--- config.mk ---
export PLATFORM = sky130hd
export DESIGN_NAME = http_chunked_body_decoder
export DESIGN_NICKNAME = d
export VERILOG_FILES = /design/src/design/hcd_pkg.sv /design/src/design/hcd_front.sv /design/src/design/hcd_fifo.sv /design/src/design/hcd_back.sv /design/src/design/http_chunked_body_decoder.sv
export SDC_FILE = /design/constraint.sdc
export NUM_CORES = 1
export LEC_CHECK = 0
export BUFFER_PORTS_ARGS = -buffer_cell sky130_fd_sc_hd__buf_2
export CAP_MARGIN = 20
export CORE_MARGIN = 1.5
export CORE_UTILIZATION = 55
export DETAILED_ROUTE_END_ITERATION = 12
export PLACE_DENSITY = 0.77
export SLEW_MARGIN = 25
export SYNTH_ARGS = -nofsm -noshare
export SYNTH_HDL_FRONTEND = slang
export SYNTH_SLANG_ARGS = --single-unit
export TNS_END_PERCENT = 50
--- constraint.sdc ---
create_clock -name clock -period 3.1 [get_ports clock]
set_clock_uncertainty 0.2 [all_clocks]
set_input_delay 0.155 -clock clock [delete_from_list [all_inputs] [get_ports clock]]
set_output_delay 0.155 -clock clock [all_outputs]
set_load 0.005 [all_outputs]
--- src/design/hcd_pkg.sv ---
`timescale 1ns / 1ps

package hcd_pkg;

   // width of the chunk size accumulator and the remaining-byte counter
   localparam int SizeBits = 32;
   // width of the emitted-in-chunk counter and of dropped_count
   localparam int CntBits  = 32;

   localparam int FifoDepth = 4;
   localparam int FifoAw    = $clog2(FifoDepth);

   localparam int RspDataBits = 48;

   localparam logic [7:0] ChCr = 8'h0D;
   localparam logic [7:0] ChLf = 8'h0A;

   typedef enum logic [1:0] {
      END_ZERO_CHUNK = 2'd0,
      END_BOUNDARY   = 2'd1,
      END_SIZE_LINE  = 2'd2,
      END_IN_DATA    = 2'd3
   } end_status_type;

   // one classified body byte as it waits in the queue
   typedef struct packed {
      logic [7:0] data;
      logic       last;
      logic       is_hex;
      logic [3:0] digit;
      logic       is_cr;
      logic       is_lf;
   } hcd_item_type;

   // queue head as seen by the back end
   typedef struct packed {
      logic         avail;
      hcd_item_type item;
   } hcd_head_type;

endpackage

--- src/design/hcd_front.sv ---
`timescale 1ns / 1ps

module hcd_front (
   input  logic                  req_tvalid,
   input  logic [7:0]            req_tdata,
   input  logic                  req_tlast,
   input  logic                  q_full,
   output logic                  req_tready,
   output logic                  push,
   output hcd_pkg::hcd_item_type push_item
);
   import hcd_pkg::*;

   logic       dig_num;
   logic       dig_low;
   logic       dig_up;
   logic [7:0] dig_raw;

   always_comb begin
      dig_num = (req_tdata >= 8'h30) && (req_tdata <= 8'h39);
      dig_low = (req_tdata >= 8'h61) && (req_tdata <= 8'h66);
      dig_up  = (req_tdata >= 8'h41) && (req_tdata <= 8'h46);
      if (dig_num) begin
         dig_raw = req_tdata - 8'h30;
      end else if (dig_low) begin
         dig_raw = req_tdata - 8'h57;
      end else begin
         dig_raw = req_tdata - 8'h37;
      end
   end

   assign req_tready = !q_full;
   assign push       = req_tvalid && !q_full;

   always_comb begin
      push_item.data   = req_tdata;
      push_item.last   = req_tlast;
      push_item.is_hex = dig_num || dig_low || dig_up;
      push_item.digit  = dig_raw[3:0];
      push_item.is_cr  = (req_tdata == ChCr);
      push_item.is_lf  = (req_tdata == ChLf);
   end

endmodule

--- src/design/hcd_fifo.sv ---
`timescale 1ns / 1ps

module hcd_fifo (
   input  logic                  clock,
   input  logic                  reset,
   input  logic                  push,
   input  hcd_pkg::hcd_item_type push_item,
   input  logic                  pop,
   output logic                  full,
   output hcd_pkg::hcd_head_type head
);
   import hcd_pkg::*;

   hcd_item_type          mem_ff [FifoDepth];
   logic [FifoAw-1:0]     wr_ptr_ff;
   logic [FifoAw-1:0]     rd_ptr_ff;
   logic [FifoAw:0]       count_ff;
   logic [FifoAw-1:0]     wr_ptr_in;
   logic [FifoAw-1:0]     rd_ptr_in;
   logic [FifoAw:0]       count_in;

   localparam logic [FifoAw:0] DepthCnt = FifoDepth[FifoAw:0];

   assign full       = (count_ff == DepthCnt);
   assign head.avail = (count_ff != '0);
   assign head.item  = mem_ff[rd_ptr_ff];

   always_comb begin
      wr_ptr_in = wr_ptr_ff;
      rd_ptr_in = rd_ptr_ff;
      count_in  = count_ff;
      if (push) begin
         wr_ptr_in = wr_ptr_ff + 1'b1;
      end
      if (pop) begin
         rd_ptr_in = rd_ptr_ff + 1'b1;
      end
      if (push && !pop) begin
         count_in = count_ff + 1'b1;
      end else if (pop && !push) begin
         count_in = count_ff - 1'b1;
      end
   end

   always_ff @(posedge clock) begin
      if (reset) begin
         wr_ptr_ff <= '0;
         rd_ptr_ff <= '0;
         count_ff  <= '0;
      end else begin
         wr_ptr_ff <= wr_ptr_in;
         rd_ptr_ff <= rd_ptr_in;
         count_ff  <= count_in;
      end
   end

   always_ff @(posedge clock) begin
      if (push) begin
         mem_ff[wr_ptr_ff] <= push_item;
      end
   end

endmodule

--- src/design/hcd_back.sv ---
`timescale 1ns / 1ps

module hcd_back (
   input  logic                            clock,
   input  logic                            reset,
   input  logic                            csr_wr_en,
   input  logic                            csr_wr_data,
   input  hcd_pkg::hcd_head_type           head,
   output logic                            pop,
   output logic                            rsp_tvalid,
   input  logic                            rsp_tready,
   output logic [hcd_pkg::RspDataBits-1:0] rsp_tdata,
   output logic                            rsp_tuser,
   output logic                            rsp_tlast
);
   import hcd_pkg::*;

   typedef enum logic [2:0] {
      PH_SIZE_START,
      PH_SIZE_BODY,
      PH_DATA,
      PH_TRAIL1,
      PH_TRAIL2,
      PH_DONE
   } phase_type;

   phase_type            phase_ff,   phase_in;
   logic [SizeBits-1:0]  accum_ff,   accum_in;
   logic [SizeBits-1:0]  left_ff,    left_in;
   logic [CntBits-1:0]   emitted_ff, emitted_in;
   logic                 dig_end_ff, dig_end_in;
   logic                 prev_cr_ff, prev_cr_in;
   logic                 dec_en_ff,  dec_en_in;

   logic                 rsp_valid_ff, rsp_valid_in;
   logic [7:0]           rsp_byte_ff,  rsp_byte_in;
   logic                 rsp_flag_ff,  rsp_flag_in;
   logic                 rsp_done_ff,  rsp_done_in;
   end_status_type       rsp_stat_ff,  rsp_stat_in;
   logic [CntBits-1:0]   rsp_drop_ff,  rsp_drop_in;

   hcd_item_type         it;
   logic                 take;
   logic                 emit_byte;
   end_status_type       status;
   logic [CntBits-1:0]   dropped;

   assign it   = head.item;
   assign take = head.avail && (!rsp_valid_ff || rsp_tready);
   assign pop  = take;

   always_comb begin
      phase_in   = phase_ff;
      accum_in   = accum_ff;
      left_in    = left_ff;
      emitted_in = emitted_ff;
      dig_end_in = dig_end_ff;
      prev_cr_in = prev_cr_ff;
      dec_en_in  = csr_wr_en ? csr_wr_data : dec_en_ff;
      emit_byte  = 1'b0;
      status     = END_ZERO_CHUNK;
      dropped    = '0;

      if (!dec_en_ff) begin
         emit_byte = 1'b1;
         status    = END_BOUNDARY;
      end else begin
         case (phase_ff)
            PH_SIZE_START, PH_SIZE_BODY: begin
               if (prev_cr_ff && it.is_lf) begin
                  if (accum_ff == '0) begin
                     phase_in = PH_DONE;
                  end else begin
                     left_in    = accum_ff;
                     emitted_in = '0;
                     phase_in   = PH_DATA;
                  end
                  accum_in   = '0;
                  dig_end_in = 1'b0;
                  prev_cr_in = 1'b0;
               end else begin
                  phase_in = PH_SIZE_BODY;
                  if (!dig_end_ff && it.is_hex) begin
                     // low nibble is zero after the shift, so only the top nibble can overflow
                     if (accum_ff[SizeBits-1 -: 4] != 4'd0) begin
                        accum_in = '1;
                     end else begin
                        accum_in = {accum_ff[SizeBits-5:0], it.digit};
                     end
                  end else begin
                     dig_end_in = 1'b1;
                  end
                  prev_cr_in = it.is_cr;
               end
            end
            PH_DATA: begin
               emit_byte = 1'b1;
               if (emitted_ff != '1) begin
                  emitted_in = emitted_ff + 1'b1;
               end
               if (left_ff != '0) begin
                  left_in = left_ff - 1'b1;
               end
               if (left_ff[SizeBits-1:1] == '0) begin
                  phase_in = PH_TRAIL1;
               end
            end
            PH_TRAIL1: phase_in = PH_TRAIL2;
            PH_TRAIL2: phase_in = PH_SIZE_START;
            default:   phase_in = PH_DONE;
         endcase

         case (phase_in)
            PH_DONE:      status = END_ZERO_CHUNK;
            PH_SIZE_BODY: status = END_SIZE_LINE;
            PH_DATA: begin
               status  = END_IN_DATA;
               dropped = emitted_in;
            end
            default:      status = END_BOUNDARY;
         endcase
      end

      // state only moves on a popped beat; end of body starts the next one clean
      if (!take) begin
         phase_in   = phase_ff;
         accum_in   = accum_ff;
         left_in    = left_ff;
         emitted_in = emitted_ff;
         dig_end_in = dig_end_ff;
         prev_cr_in = prev_cr_ff;
      end else if (it.last) begin
         phase_in   = PH_SIZE_START;
         accum_in   = '0;
         left_in    = '0;
         emitted_in = '0;
         dig_end_in = 1'b0;
         prev_cr_in = 1'b0;
      end

      rsp_valid_in = rsp_valid_ff && !rsp_tready;
      rsp_byte_in  = rsp_byte_ff;
      rsp_flag_in  = rsp_flag_ff;
      rsp_done_in  = rsp_done_ff;
      rsp_stat_in  = rsp_stat_ff;
      rsp_drop_in  = rsp_drop_ff;
      if (take && (emit_byte || it.last)) begin
         rsp_valid_in = 1'b1;
         rsp_byte_in  = emit_byte ? it.data : 8'd0;
         rsp_flag_in  = emit_byte;
         rsp_done_in  = it.last;
         rsp_stat_in  = it.last ? status : END_ZERO_CHUNK;
         rsp_drop_in  = it.last ? dropped : '0;
      end
   end

   always_ff @(posedge clock) begin
      if (reset) begin
         phase_ff     <= PH_SIZE_START;
         accum_ff     <= '0;
         left_ff      <= '0;
         emitted_ff   <= '0;
         dig_end_ff   <= 1'b0;
         prev_cr_ff   <= 1'b0;
         dec_en_ff    <= 1'b1;
         rsp_valid_ff <= 1'b0;
      end else begin
         phase_ff     <= phase_in;
         accum_ff     <= accum_in;
         left_ff      <= left_in;
         emitted_ff   <= emitted_in;
         dig_end_ff   <= dig_end_in;
         prev_cr_ff   <= prev_cr_in;
         dec_en_ff    <= dec_en_in;
         rsp_valid_ff <= rsp_valid_in;
      end
      rsp_byte_ff <= rsp_byte_in;
      rsp_flag_ff <= rsp_flag_in;
      rsp_done_ff <= rsp_done_in;
      rsp_stat_ff <= rsp_stat_in;
      rsp_drop_ff <= rsp_drop_in;
   end

   assign rsp_tvalid = rsp_valid_ff;
   assign rsp_tuser  = rsp_flag_ff;
   assign rsp_tlast  = rsp_done_ff;
   assign rsp_tdata  = {{(RspDataBits - CntBits - 10){1'b0}}, rsp_drop_ff,
                        rsp_stat_ff, rsp_byte_ff};

endmodule

--- src/design/http_chunked_body_decoder.sv ---
`timescale 1ns / 1ps
// a byte beat accepted on req enters the queue, is popped into the output register when that
// register is free or draining, and any result beat it yields is presented on rsp from there
// throughput: one byte per cycle sustained while rsp is not stalled; a 4-beat queue sits
// between the byte classifier and the framing state machine; an output register follows it
// reset: synchronous, active high; clears queue, framing state and output valid,
// decode_enable returns to 1
module http_chunked_body_decoder (
   input  logic                            clock,
   input  logic                            reset,
   input  logic                            csr_wr_en,
   input  logic                            csr_wr_data,    // decode_enable
   input  logic                            req_tvalid,
   output logic                            req_tready,
   input  logic [7:0]                      req_tdata,      // in_byte
   input  logic                            req_tlast,      // is_last
   output logic                            rsp_tvalid,
   input  logic                            rsp_tready,
   // [7:0] out_byte, [9:8] end_status, [41:10] dropped_count, [47:42] zero
   output logic [hcd_pkg::RspDataBits-1:0] rsp_tdata,
   output logic                            rsp_tuser,      // out_valid
   output logic                            rsp_tlast       // done_res
);
   import hcd_pkg::*;

   logic         push;
   logic         pop;
   logic         q_full;
   hcd_item_type push_item;
   hcd_head_type head;

   hcd_front u_front (
      .req_tvalid (req_tvalid),
      .req_tdata  (req_tdata),
      .req_tlast  (req_tlast),
      .q_full     (q_full),
      .req_tready (req_tready),
      .push       (push),
      .push_item  (push_item)
   );

   hcd_fifo u_fifo (
      .clock     (clock),
      .reset     (reset),
      .push      (push),
      .push_item (push_item),
      .pop       (pop),
      .full      (q_full),
      .head      (head)
   );

   hcd_back u_back (
      .clock       (clock),
      .reset       (reset),
      .csr_wr_en   (csr_wr_en),
      .csr_wr_data (csr_wr_data),
      .head        (head),
      .pop         (pop),
      .rsp_tvalid  (rsp_tvalid),
      .rsp_tready  (rsp_tready),
      .rsp_tdata   (rsp_tdata),
      .rsp_tuser   (rsp_tuser),
      .rsp_tlast   (rsp_tlast)
   );

endmodule
-- Word level (Yosys, flattened, before mapping)
Memory sizes are Yosys's and may differ from the RTL's. A register that Yosys moved wholly into a read port is not among the register bits.
Index checks and enable logic that the tools add are counted.
- input bits: 15
- logic and storage cells: 135
- latch bits: 0
- bits in read-only memories: 0
- output and inout port bits: 52
- flip-flop bits (word level): 154
- memories kept: 1
- bits in writable memories: 64
- divide/modulo/power cells: 0
- add/sub/neg operators: 9
- equality and inequality tests: 15
- multiply operators: 0
- shifts and indexed selects: 0
- reductions and logical operators: 40
- $lt $le $gt $ge: 6
- mux-type cells: 47
- bitwise operators: 0
- memories (memory ; depth ; bits a word ; rd ports ; clocked after memory_dff ; write ports ; RTL line ; RTL):
    u_fifo.mem_ff ; 4 ; 16 ; 1 ; 1 ; 1 ; hcd_fifo.sv:14 ; hcd_item_type mem_ff [FifoDepth];
- operators by type and width (operator ; count):
    32-bit two-way mux ; 16
    32-bit one-hot mux with 2 select lines ; 2
    32-bit by 1-bit adder with 32-bit output, second input constant ; 1
    32-bit zero test ; 1
    32-bit != test, second input constant ; 1
    32-bit nonzero test ; 1
    32-bit by 1-bit subtractor with 32-bit output, second input constant ; 1
    31-bit zero test ; 1
    3-bit two-way mux ; 8
    8-bit by 4-bit equality test with 1-bit output, second input constant ; 2
    8-bit by 7-bit greater-or-equal comparator with 1-bit output, second input constant ; 2
    8-bit by 7-bit less-or-equal comparator with 1-bit output, second input constant ; 2
    1-bit two-way mux ; 15
    3-bit one-hot mux with 4 select lines ; 1
    1-bit logical AND ; 11
    3-bit by 2-bit equality test with 1-bit output, second input constant ; 3
    3-bit equality test, second input constant ; 3
    3-bit by 1-bit != test with 1-bit output, second input constant ; 3
    3-bit nonzero test ; 3
    8-bit by 6-bit greater-or-equal comparator with 1-bit output, second input constant ; 1
    8-bit by 6-bit less-or-equal comparator with 1-bit output, second input constant ; 1
    4-bit two-way mux ; 2
    4-bit AND reduction ; 2
    4-bit by 3-bit subtractor with 4-bit output, second input constant ; 2
    other kinds (17) ; 32

-- Depth between registers and ports, before layout
- depth after elaboration: 8
- mapped depth: 11
- gate-level depth less buffers: 9

-- Cells and area by module
Synthesis repeated with hierarchy kept, for this count alone.
- cells, all modules: 1131
- area, all modules: 11115.7 um^2
- by module, submodules not included (module ; cells each ; area an instance (um^2) ; instances):
    hcd_back ; 961 ; 8003.9 ; 1
    hcd_fifo ; 128 ; 2776.4 ; 1
    hcd_front ; 42 ; 335.3 ; 1

-- Worst setup path after synthesis
Ideal clock, no wire load.
- kind: flip-flop to flip-flop
- start: register (tool-made name)
- end: register u_back.rsp_byte_ff[0], enable pin
- required time: 2.502 ns
- buffers on the path: 2
- setup slack: 0.202 ns
- period minus slack after synthesis: 2.898 ns
- data arrival time: 2.300 ns
- cell stages (with the launch flop): 7
- cells stage by stage: dfxtp_1 buf_2 mux2_2 inv_1 buf_1 o21bai_1 inv_1
- RTL lines (what ; RTL line ; RTL):
    end signal, assigned ; hcd_back.sv:177 ; rsp_byte_ff <= rsp_byte_in;
    end, declared ; hcd_back.sv:36 ; logic [7:0] rsp_byte_ff, rsp_byte_in;

-- Worst setup path in the final report
- start: register u_back.phase_ff[0]
- end: register u_back.left_ff[13]
- word-level cells in the longest chain between the ends: 5
- ends and longest elaborated chain (what ; RTL line ; RTL):
    start, declared ; hcd_back.sv:27 ; phase_type phase_ff, phase_in;
    start signal, assigned ; hcd_back.sv:168 ; phase_ff <= phase_in;
    3-bit by 1-bit equality test with 1-bit output or 3-bit zero test (tied branches) ; hcd_back.sv:68 ; case (phase_ff)
    2-bit OR reduction ; hcd_back.sv:68 ;
    32-bit one-hot mux with 2 select lines ; hcd_back.sv:68 ;
    32-bit two-way mux ; hcd_back.sv:64 ; if (!dec_en_ff) begin
    32-bit two-way mux ; hcd_back.sv:132 ; end else if (it.last) begin
    end signal, assigned ; hcd_back.sv:170 ; left_ff <= left_in;
    end, declared ; hcd_back.sv:29 ; logic [SizeBits-1:0] left_ff, left_in;
Several ways; a longest one is shown, not always the timed one. The select of a mux whose other input is x is not followed.
A chain may end at the register's enable or synchronous reset.

==> reports/metrics.sh <==
SYNTH_SEQUENTIAL_AREA_RATIO=0.5117
FINAL_LAYOUT_SIZE_SUFFIX_GT1_FRAC=0.1804
FINAL-HOLD-VIOLATION-COUNT=0
SYNTH_CELLS=1074
CP_MAX_FO=10
LAYOUT.NETS=1202
SETUP_VIOL=0
CRITPATHMOSTFREQUENTCELL='sky130_fd_sc_hd__or4_4'
COREAREA_SQ_UM=18890
REQUIRED_NS=3.33
YOSYSWARNINGCOUNT=0
FFS_W_ASYNC_S_R_SYNTH=0
DRT_PRE_ANTENNA_ITERS=6
CLOCK-ROOT-BUFFER='sky130_fd_sc_hd__clkbuf_16'
DPL.CELL_COUNT=1389
MIN-DELAY-PATH-CLASS='input pin to register'
ROUTE.VIAS.TOTAL=9182
ANTENNA_FOUND_INITIAL=0
HIGHEST_CELL_DELAY_ON_THE_WORST_TIMING_PATH_NS=0.57
MAX_CLOCK_FREQ_MHz=331.9
DIEHEIGHT_UM=142.6
CAP_VIOL_MAX_COUNT=0
CTS_INSERTED_BUFFERS=24
DIE_AREA_SQ_UM=20340
GRT_PASS1_WL_UM=45260
IR_DROP_mV=0.6440
STDCELL_AREA_SQ_UM=12600
NUM_IO_PINS=67
SYNTH.AREA.TOP_CELLS='sky130_fd_sc_hd__edfxtp_1 (30%), sky130_fd_sc_hd__dfxtp_1 (21%), sky130_fd_sc_hd__a21oi_1 (3.7%)'
TOTAL_ROUTING_RESOURCE_UTILIZATION_AFTER_GLOBAL_ROUTING=0.2813
DETAIL_ROUTE.WL_PER_CELL_UM=19.53
DETAILED_PLACE_HPWL_UM=18930
ANTENNADIODECOUNT=0
STATUS='completed'
DETAIL_ROUTE.ITER0.VIOLATIONS=723
POWER_DENSITY_nW_PER_UM2=750.4
PLACE.PORT_BUFFERS=60
AVGSYNTHCELLAREA_SQ_UM=9.980
LEADING_REGISTER_CELL_TYPE_OUT_OF_SYNTHESIS='sky130_fd_sc_hd__dfxtp_1'
FINAL_UTIL=0.6667
ROUTED_WL_UM=28360
PLACED_STANDARD_CELL_AREA_SQ_UM=11570
INSTANCES_NO_FILL=1452
SYNTH.CELL_AREA_SQ_UM=10720
CTS_TREE='built'
FINAL.MIN_CLOCK_PERIOD_NS=3.013
GRT-OVFL-TOTAL=0
CTS.REPORTEDPATHS.CLKPINSLEW_NS=0.06
CP_DATA_ARRIVAL_TIME_NS=3.24
MOST_COMMON_CELL_AFTER_LAYOUT_FILL_AND_TAPS_ASIDE='sky130_fd_sc_hd__dfxtp_1'
NETLIST.TOP_CELL.BY_AREA='sky130_fd_sc_hd__edfxtp_1'
DRTANTENNAVIOLNETS=0
WORSTSETUPENDPOINTTYPE='register'
SYNTHTOLAYOUTAREAGROWTH_PCT=17.51
PLACEMENTROWS=50
MASTER_OF_THE_SLOWEST_INSTANCE_ON_THE_CRITICAL_PATH='sky130_fd_sc_hd__or4_4'
HTREE_NUM_LEVELS=1
ACTUAL_SLEW_AT_THE_WORST_MAX_SLEW_PIN_NS=0.8587
YS_SEQ_ELEMENTS=220
LAYOUT_COMMON_CELLS='sky130_fd_sc_hd__dfxtp_1 (112), sky130_fd_sc_hd__edfxtp_1 (108), sky130_fd_sc_hd__nand2_1 (100), sky130_fd_sc_hd__nor2_1 (96), sky130_fd_sc_hd__a21oi_1 (79)'
SETUP.WORST_PATH.START_CLASS='register'
VIA_COUNT_OF_THE_FIRST_GLOBAL_ROUTING_PASS=8603
HORIZONTAL_DIE_DIMENSION_UM=142.6
FINALHOLDWORSTSLACK_NS=0.1836
WORST_SLEW_MARGIN_REL=0.4275
TIMING.SETUP.CRITICAL_PATH_CLASS='register to register'
DRT_DRC_VIOLATIONS_LEFT=0
CELLLEAKAGEPOWER_nW=4.497
TIMING.CRITICAL_PATH.CELLS='or3b_2, or4_4, or4_4, o211ai_4, nand2_2, a221oi_1'
INITIAL_UTILIZATION=0.5674
FINAL_MIN_PERIOD_OVER_CLOCK_PERIOD=0.9718
GLOBALPLACE.CONGESTION=0.9265
SYNTH.LIB_CELLS_USED.DISTINCT=79
PIN_COUNT_OF_THE_BIGGEST_NET_ENTERING_GLOBAL_ROUTING=82
INSERTION_DELAY_NS=0.54
SYNTH_EDF_COUNT=108
POST-SYNTH-TOP-AREA-FRACTION=0.3026
MAXSLEWVIOLCOUNT=0
CTS.PATH.MAX_BUFFERS=3
ROUTE.DETAILED.VIAS_PER_INST=6.324
CLOCK-SINKS=220
-- Yosys cell counts (all sizes together) (14+ instances only) --
library cell,n
buf,25
and4,15
clkbuf,49
nor3,31
mux4,15
a21oi,79
inv,19
edfxtp,108
nor4,25
o21ai,76
and3,15
dfxtp,112
xnor2,14
nand4,15
nand3,25
a31oi,22
nor2,99
nand2,101
-- through the flow --
stage | setup TNS, ns | total power, mW | setup slack, ns
after floorplan | 0 | 5.443 | 0.2016
after global placement | 0 | 6.408 | 0.1621
after detailed placement | 0 | 6.467 | 0.08874
after CTS | 0 | 9.415 | 0.07503
after global routing | -0.001458 | 9.854 | -0.001458
final | 0 | 9.452 | 0.08742
-- final cells by class --
cell class              count  area, sq um
fillers                  1485         6297
flip-flops and latches    220         5485
multi-input cells         766         4901
repair buffers            143        985.9
clock buffers              32        660.6
well taps                 260        325.3
clock inverters            12        166.4
inverters                  19        71.32
-- cells by family (layout without fill, tap and decap cells) --
kind of cell,Yosys count,after routing,share of synthesized area
other,1,6,0.0003498
buffers and inverters,93,206,0.03665
flip-flops,220,220,0.5117
multiplexers,28,28,0.04436
AND/OR/NAND/NOR,386,386,0.1819
AO/OA/AOI/OAI,311,311,0.1912
XOR/XNOR,22,22,0.01798
adder cells (fa/ha/maj),13,13,0.01587
-- per-layer routing --
metal / share of wire / track usage / vias to the layer above
li1: - / - / 4289
met1: 0.41 / 0.3689 / 4400
met2: 0.48 / 0.4706 / 412
met3: 0.076 / 0.04206 / 81
met4: 0.035 / 0.1096 / 0
met5: 0 / 0 / -
-- where the power goes --
part	total, mW	switching, mW	internal [mW]
registers	3.76	0.201	3.55
clock network	2.95	1.18	1.76
logic	2.75	1.70	1.05
-- worst paths after layout --
kind	slack, ns	end	cells after the start	from
setup / recovery	0.09	u_back.left_ff[13]	6	u_back.phase_ff[0]
hold / removal	0.18	u_fifo.mem_ff[1][7]	2	req_tlast
setup reg to reg	0.09	u_back.left_ff[13]	6	u_back.phase_ff[0]
hold reg to reg	0.27	u_back.accum_ff[30]	2	u_back.accum_ff[30]
-- timing repair --
action                                 4_1_cts  5_1_grt
setup buffers                                0        4
setup endpoints to repair                    0        8
resized for setup                            0        4
hold buffers                                15        0
endpoints found under the hold margin       70        0
-- state kept, by name (all words and copies together), names as in the netlist, named ones only --
| name | count |
|---|---|
| u_back.rsp_tlast | 1 |
| u_back.dig_end_ff | 1 |
| u_fifo.count_ff | 3 |
| u_back.rsp_stat_ff | 2 |
| u_back.rsp_tuser | 1 |
| u_back.dec_en_ff | 1 |
| u_back.rsp_tvalid | 1 |
| u_back.rsp_byte_ff | 8 |
| u_fifo.rd_ptr_ff | 2 |
| u_fifo.wr_ptr_ff | 2 |
| u_back.accum_ff | 32 |
| u_back.phase_ff | 3 |
| u_back.left_ff | 32 |
| u_back.rsp_drop_ff | 32 |
| u_back.emitted_ff | 32 |
| u_fifo.mem_ff | 64 |
| u_back.prev_cr_ff | 1 |
-- critical path, delay by kind of cell (launching register included) --
| kind | cells | cell delay [ns] |
|---|---|---|
| AND/OR/NAND/NOR | 4 | 1.81 |
| AO/OA/AOI/OAI | 2 | 0.54 |
| flip-flops | 1 | 0.35 |
(Power assumes the default switching activity.)
